`config.mk`:
```
export PLATFORM = sky130hd
export DESIGN_NAME = tcsc_ctrl_flat
export DESIGN_NICKNAME = d
export VERILOG_FILES = /design/src/rtl/tcsc_pkg.sv /design/src/rtl/tcsc_if.sv /design/src/rtl/tcsc_ctrl.sv /design/src/flat_wrapper.sv
export SDC_FILE = /design/constraint.sdc
export NUM_CORES = 1
export LEC_CHECK = 0
export BUFFER_PORTS_ARGS = -buffer_cell sky130_fd_sc_hd__buf_2
export CAP_MARGIN = 20
export CORE_AREA = 2 2 107 109
export DETAILED_ROUTE_END_ITERATION = 7
export DIE_AREA = 0 0 109 111
export GPL_ROUTABILITY_DRIVEN = 0
export PLACE_DENSITY_LB_ADDON = 0.08
export SKIP_LAST_GASP = 1
export SYNTH_ARGS = -nofsm -noshare
export SYNTH_HDL_FRONTEND = slang
export SYNTH_SLANG_ARGS = --single-unit
```
`constraint.sdc`:
```
create_clock -name clk -period 2.1 [get_ports clk]
set_input_delay 0.42 -clock clk [delete_from_list [all_inputs] [get_ports clk]]
set_output_delay 0.42 -clock clk [all_outputs]
set_load 0.01 [all_outputs]
```
`src/rtl/tcsc_pkg.sv`:
```
// Package for the translation cache: shared types and constants.
// Used by tcsc_datapath and tcsc_ctrl.
package tcsc_pkg;
  localparam int PageShift = 12;
  localparam logic ActInsert = 1'b0;
  localparam logic ActLookup = 1'b1;
  typedef enum logic [1:0] {
    StDone = 2'd0, StMiss = 2'd1, StZero = 2'd2, StFull = 2'd3
  } status_t;
endpackage

```
`src/rtl/tcsc_if.sv`:
```
// Request and result channel interfaces with valid/ready handshake.
// Depends on nothing.
interface tcsc_req_if;
  logic valid;
  logic ready;
  logic action;
  logic [63:0] virt_addr;
  logic [63:0] phys_addr;
  modport source(output valid, action, virt_addr, phys_addr, input ready);
  modport sink(input valid, action, virt_addr, phys_addr, output ready);
endinterface

interface tcsc_rsp_if;
  logic valid;
  logic ready;
  logic [1:0] status;
  logic [63:0] found_addr;
  modport source(output valid, status, found_addr, input ready);
  modport sink(input valid, status, found_addr, output ready);
endinterface

```
`src/rtl/tcsc_ctrl.sv`:
```
// Controller of the translation cache: sequences eviction, insert and lookup.
// Depends on tcsc_pkg; drives tcsc_datapath.
module tcsc_ctrl (
  input  logic        clk,
  input  logic        rst,
  tcsc_req_if.sink    req,
  tcsc_rsp_if.source  rsp,
  input  logic        act,
  input  logic        zero_addr,
  input  logic        need_evict,
  input  logic        scan_end,
  input  logic        ins_full,
  input  logic        prim_hit,
  input  logic        ov_hit,
  input  logic        ov_end,
  input  logic [63:0] found_val,
  output logic        ld_req,
  output logic        scan_start,
  output logic        scan_step,
  output logic        do_insert,
  output logic        lk_start,
  output logic        lk_step
);
  typedef enum logic [2:0] {
    Idle, Decode, Scan, Insert, LkPrim, LkWait, LkCheck, Respond
  } state_t;
  state_t state;
  logic [1:0] status;
  logic [63:0] found;

  assign req.ready = (state == Idle);
  assign ld_req = req.valid && req.ready;
  assign rsp.valid = (state == Respond);
  assign rsp.status = status;
  assign rsp.found_addr = found;
  assign scan_start = (state == Decode);
  assign scan_step = (state == Scan) && !scan_end;
  assign do_insert = (state == Insert);
  assign lk_start = (state == LkPrim);
  assign lk_step = (state == LkCheck) && !ov_hit;

  always_ff @(posedge clk) begin
    if (rst) begin
      state <= Idle;
      status <= tcsc_pkg::StDone;
      found <= '0;
    end else begin
      case (state)
        Idle: begin
          if (ld_req) begin
            state <= Decode;
          end
        end
        Decode: begin
          found <= '0;
          if (zero_addr) begin
            status <= tcsc_pkg::StZero;
            state <= Respond;
          end else begin
            status <= tcsc_pkg::StDone;
            if (act == tcsc_pkg::ActLookup) begin
              state <= LkPrim;
            end else if (need_evict) begin
              state <= Scan;
            end else begin
              state <= Insert;
            end
          end
        end
        Scan: begin
          if (scan_end) begin
            state <= Insert;
          end
        end
        Insert: begin
          if (ins_full) begin
            status <= tcsc_pkg::StFull;
          end
          state <= Respond;
        end
        LkPrim: begin
          if (prim_hit) begin
            found <= found_val;
            state <= Respond;
          end else begin
            state <= LkWait;
          end
        end
        LkWait: begin
          if (ov_end) begin
            status <= tcsc_pkg::StMiss;
            state <= Respond;
          end else begin
            state <= LkCheck;
          end
        end
        LkCheck: begin
          if (ov_hit) begin
            found <= found_val;
            state <= Respond;
          end else begin
            state <= LkWait;
          end
        end
        Respond: begin
          if (rsp.ready) begin
            state <= Idle;
          end
        end
        default: state <= Idle;
      endcase
    end
  end
endmodule

```
`src/flat_wrapper.sv`:
```
// flat-port wrapper written by rule: the top's interface ports become plain ports
module tcsc_ctrl_flat 
  (clk, rst, act, zero_addr, need_evict, scan_end, ins_full, prim_hit, ov_hit, ov_end, found_val, ld_req, scan_start, scan_step, do_insert, lk_start, lk_step, req_valid, req_action, req_virt_addr, req_phys_addr, req_ready, rsp_valid, rsp_status, rsp_found_addr, rsp_ready);
  tcsc_req_if req_i ();
  tcsc_rsp_if rsp_i ();
  input  logic clk;
  input  logic rst;
  input  logic act;
  input  logic zero_addr;
  input  logic need_evict;
  input  logic scan_end;
  input  logic ins_full;
  input  logic prim_hit;
  input  logic ov_hit;
  input  logic ov_end;
  input  logic [63:0] found_val;
  output logic ld_req;
  output logic scan_start;
  output logic scan_step;
  output logic do_insert;
  output logic lk_start;
  output logic lk_step;
  input wire logic [$bits(req_i.valid)-1:0] req_valid;
  input wire logic [$bits(req_i.action)-1:0] req_action;
  input wire logic [$bits(req_i.virt_addr)-1:0] req_virt_addr;
  input wire logic [$bits(req_i.phys_addr)-1:0] req_phys_addr;
  output wire logic [$bits(req_i.ready)-1:0] req_ready;
  output wire logic [$bits(rsp_i.valid)-1:0] rsp_valid;
  output wire logic [$bits(rsp_i.status)-1:0] rsp_status;
  output wire logic [$bits(rsp_i.found_addr)-1:0] rsp_found_addr;
  input wire logic [$bits(rsp_i.ready)-1:0] rsp_ready;
  assign req_i.valid = req_valid;
  assign req_i.action = req_action;
  assign req_i.virt_addr = req_virt_addr;
  assign req_i.phys_addr = req_phys_addr;
  assign req_ready = req_i.ready;
  assign rsp_valid = rsp_i.valid;
  assign rsp_status = rsp_i.status;
  assign rsp_found_addr = rsp_i.found_addr;
  assign rsp_i.ready = rsp_ready;
  tcsc_ctrl u_core (.clk(clk), .rst(rst), .req(req_i), .rsp(rsp_i), .act(act), .zero_addr(zero_addr), .need_evict(need_evict), .scan_end(scan_end), .ins_full(ins_full), .prim_hit(prim_hit), .ov_hit(ov_hit), .ov_end(ov_end), .found_val(found_val), .ld_req(ld_req), .scan_start(scan_start), .scan_step(scan_step), .do_insert(do_insert), .lk_start(lk_start), .lk_step(lk_step));
endmodule
```
Word level (Yosys, flattened, before mapping) --
Cells that the tools add are included.
Storage, ports and cells: register bits 69, input bits 205, output and inout port bits 74, word-level logic and storage cells 45
Operators by class: equal/unequal tests 14, muxes and demuxes 17, reductions and logical operators 11
Operator list (number):
- 64-bit one-hot mux with 3 select lines | 1
- 64-bit two-way mux | 2
- 3-bit one-hot mux with 8 select lines | 1
- 3-bit two-way mux | 5
- 3-bit == test, second input constant | 4
- 2-bit inequality test, second input constant | 6
- 2-bit two-way mux | 5
- 3-bit AND reduction | 3
- 3-bit by 2-bit == test with 1-bit output, second input constant | 2
- 2-bit one-hot mux with 3 select lines | 1
- 3-bit nonzero test | 2
- 3-bit by 1-bit == test with 1-bit output, second input constant | 1
- 1-bit logical AND | 3
- 3-bit zero test | 1
- 1-bit zero test | 2
- 1-bit two-way mux | 2
- 2-bit by 1-bit inequality test with 1-bit output, second input constant | 1

Logic depth before layout (Yosys ltp) --
depth in word-level cells 4, gate-level depth with buffers 5, mapped depth without buffers 3

Least setup slack after synthesis --
OpenSTA, ideal clock, no wires.
path type register to register, from register u_core.state[0], to register u_core.found[0], in the netlist u_core.rsp.found_addr[0], library setup time 0.117 ns, arrival time 1.563 ns, data required time 1.983 ns, slack 0.420 ns, stages on the path, launching flop included 5, buffers on the path 1, period minus slack after synthesis 1.680 ns, cell sequence dfxtp_1 > nor3b_1 > a311oi_4 > buf_6 > a22o_1
On the way: word-level cells in the longest chain between the ends 3, elaborated cells between the ends (all ways) 8, those cells by class eq/ne (5); mux (1); reduce/logical (2)
RTL lines:
- from (decl) | RTL line tcsc_ctrl.sv:27 | state_t state;
- from (signal assigned) | RTL line tcsc_ctrl.sv:44 | state <= Idle;
- from (signal assigned) | RTL line tcsc_ctrl.sv:51 | state <= Decode;
- from (signal assigned) | RTL line tcsc_ctrl.sv:58 | state <= Respond;
- 3-bit by 1-bit == test with 1-bit output *
- via scan_start | RTL line flat_wrapper.sv:18 | output logic scan_start;
- 3-bit nonzero test (no source line)
- 3-bit AND reduction (no source line)
- to (signal assigned) | RTL line tcsc_ctrl.sv:83 | found <= found_val;
- to (signal assigned) | RTL line tcsc_ctrl.sv:99 | found <= found_val;
- to (decl) | RTL line tcsc_ctrl.sv:29 | logic [63:0] found;
The timed path passes the listed nets; every way through them passes the cells marked *. A chain may end at the register's enable or synchronous reset.

Final worst setup path --
from register u_core.state[2], to output port lk_step
On the way: word-level cells in the longest chain between the ends 2
RTL lines:
- 3-bit == test | RTL line tcsc_ctrl.sv:40 | assign lk_step = (state == LkCheck) && !ov_hit;
- 1-bit logical AND | RTL line tcsc_ctrl.sv:40
- to (decl) | RTL line flat_wrapper.sv:22 | output logic lk_step;
Every way passes these cells.

==> flow_summary.yaml <==
cells_and_area:
  areaGrowthSynthToFinish_pct: 51.45
  final_area_um2: 3525
  layout-drive-gt1-share_pct: 51.60
  final_cells: 486
  diodes: 0
  nets: 544
  fin_util_pct: 31.82
setup_path:
  cp_cell_sequence: "nand2b_1 > nor3b_1 > buf_2"
  path_max_fanout: 12
  crit_type: "reg -> out"
  reg2reg_depth: 5
  cp_num_buf_inv: 1
  path_depth: 3
  crit_slowest_cell: "dfxtp_1"
  cp_data_arrival_time_ns: 1.43
  max_stage_delay_ns: 0.56
  worstSetupEndpointType: "output pin"
  worstPathRequired_ns: 1.68
  critPathLaunchType: "flop"
  critical-path-top-delay-family: "flip-flops"
synthesis:
  synthAdderAreaFrac_pct: 0
  netlist_area_um2: 2327
  synth_cells: 188
  synth_edf_count: 0
  synth_cell_types: 28
  synthTopCellsByCount: "dfxtp_1 (69), a22o_1 (64), clkbuf_1 (10)"
  synth_top_family_by_area: "compound AO/OA/AOI/OAI gates"
  syn_avg_cell_area_um2: 12.38
  synth_mux_area_share_pct: 0.6452
  synth-xor-area-share_pct: 0
  synth-simple-area-share_pct: 4.570
  synth_top_cell_by_area: "dfxtp_1"
  async_flop_share_pct: 0
  netlist_top_cells_area: "dfxtp_1 (59%), a22o_1 (24%), buf_6 (2.9%), clkbuf_1 (1.6%), a311oi_4 (1.1%)"
  yosysWarningCount: 0
  yosysMostFrequentCell: "dfxtp_1"
  syn_nets: 393
  synth_compound_area_share_pct: 30.05
  synthFlopType: "dfxtp_1"
  synth_seq_area_share_pct: 59.35
  synth-seq-cells: 69
  synth_top_cell_area_share_pct: 59.35
cts:
  cts_made_buffers: 9
  cts_resized: 0
  htree_levels: 3
  cts_num_sinks: 69
  cts_setup_buffers: 0
  clk_pin_slew_ns: 0.05
  hold_buffers: 0
  cts-root-buf: "clkbuf_16"
  cts_tree: "done"
  clock_latency_ns: 0.32
  max-clock-path-buffers: 2
route:
  postRouteAntennaNets: 0
  vias: 2081
  drc: 0
  drt_iter0_drc: 70
  first_pass_iters: 4
  detail_route.wl_per_cell_um: 14.06
  wl_um: 6832
  via_per_inst: 4.282
grt:
  antenna_found_initial: 0
  grt_util_all_layers_pct: 11.44
  grt_max_degree: 37
  grt_pass1_wl_um: 10520
  grt-ovfl-total: 0
  grt_pass1_vias: 2086
floorplanning:
  start_util_pct: 21.01
  die_y_um: 111
  io-pin-count: 279
  dieArea_um2: 12100
  die_width_um: 109
  core_um2: 11080
  row_count: 39
power:
  power_mw: 3.393
  power_density_nw_per_um2: 962.7
  p_switching_mw: 0.8447
  p_int_mw: 2.549
  power.switching_fraction_pct: 24.89
  p_comb_share_pct: 13.7
  pwr-share-seq_pct: 42.3
  peakVddDrop_mv: 0.3121
  clockPowerShare_pct: 44.0
  leakagePower_nw: 1.762
placement:
  place_ws_ns: 0.3737
  placed_cells: 471
  port_buffers: 149
  dpl_cell_area_um2: 3232
  dp_hpwl_um: 4799
timing:
  rsz0062_at_grt: "no"
  hold_viol_final: 0
  report.final.slew_viol_count: 0
  setup_slack_ns: 0.2509
  finalSetupViolations: 0
  finClkSkew_ns: 0.001847
  fin_crit_sh_pct: 88.05
  tns_ns: 0
  fmax_ghz: 0.5408
  min_period_ns: 1.849
  tightestPinTransition_ns: 0.4100
  slew_headroom_pct: 71.96
  hold_slack_ns: 0.3017
hold_path:
  worstHoldPathType: "in -> reg"
  holdPathStages: 2
status:
  status: "complete, no violations"
flow_run:
  max_cap_viol_count: 0
[cell usage in the layout, fill, tap and decap left out, types with 2 or more instances in the layout]
master,instances
a21o_1,2
a221oi_1,2
a22o_1,64
a311oi_1,2
and2b_1,2
and3_1,2
buf_12,2
buf_2,149
buf_4,6
clkbuf_16,9
clkinv_2,2
dfxtp_1,68
inv_1,4
nand2_1,3
nand2b_1,2
nor3b_1,2
o21ai_0,3
[flip-flops by register name, summed over array words and instances (netlist names)]
| signal | flops |
|---|---|
| u_core.rsp.status | 2 |
| u_core.state | 3 |
| u_core.rsp.found_addr | 64 |
[metal layers]
metal	part of all wire (%)	global-route usage, %
met4	1.6	5.641
met3	11	5.761
met5	0	0
met2	40	15.82
met1	47	14.50
[power by group through the flow]
| stage | clock network (mW) | logic (mW) | registers, mW |
|---|---|---|---|
| after floorplan | 0 | 0.239 | 1.48 |
| after global placement | 0 | 0.476 | 1.46 |
| after detailed placement | 0 | 0.473 | 1.46 |
| after CTS | 1.56 | 0.474 | 1.43 |
| after global routing | 1.62 | 0.514 | 1.45 |
| final | 1.49 | 0.465 | 1.44 |
[cell families (layout without fill, tap and decap cells)]
group,count (synthesis),in the layout
AOI/OAI and AO/OA,80,80
buffers and inverters,21,176
and+or+nand+nor,17,17
DFF,69,69
muxes,1,1
[final timing paths]
kind / endpoint / slack (ns) / from
worst max-delay path: lk_step / 0.25 / u_core.state[2]
worst min-delay path: u_core.rsp.found_addr[49] / 0.30 / found_val[49]
worst max register to register: u_core.rsp.found_addr[57] / 0.38 / u_core.state[2]
worst min register to register: u_core.rsp.status[0] / 0.45 / u_core.rsp.status[0]
[layout make-up]
class / count / area (um2)
sequential: 69 / 1383
clock buffer: 11 / 242.7
clock inverter: 4 / 48.80
multi-input combinational: 98 / 825.8
fill: 1119 / 7552
tap: 143 / 178.9
inverter: 4 / 15.01
timing repair buffer: 157 / 830.8
Power figures use the tool's default switching activity.
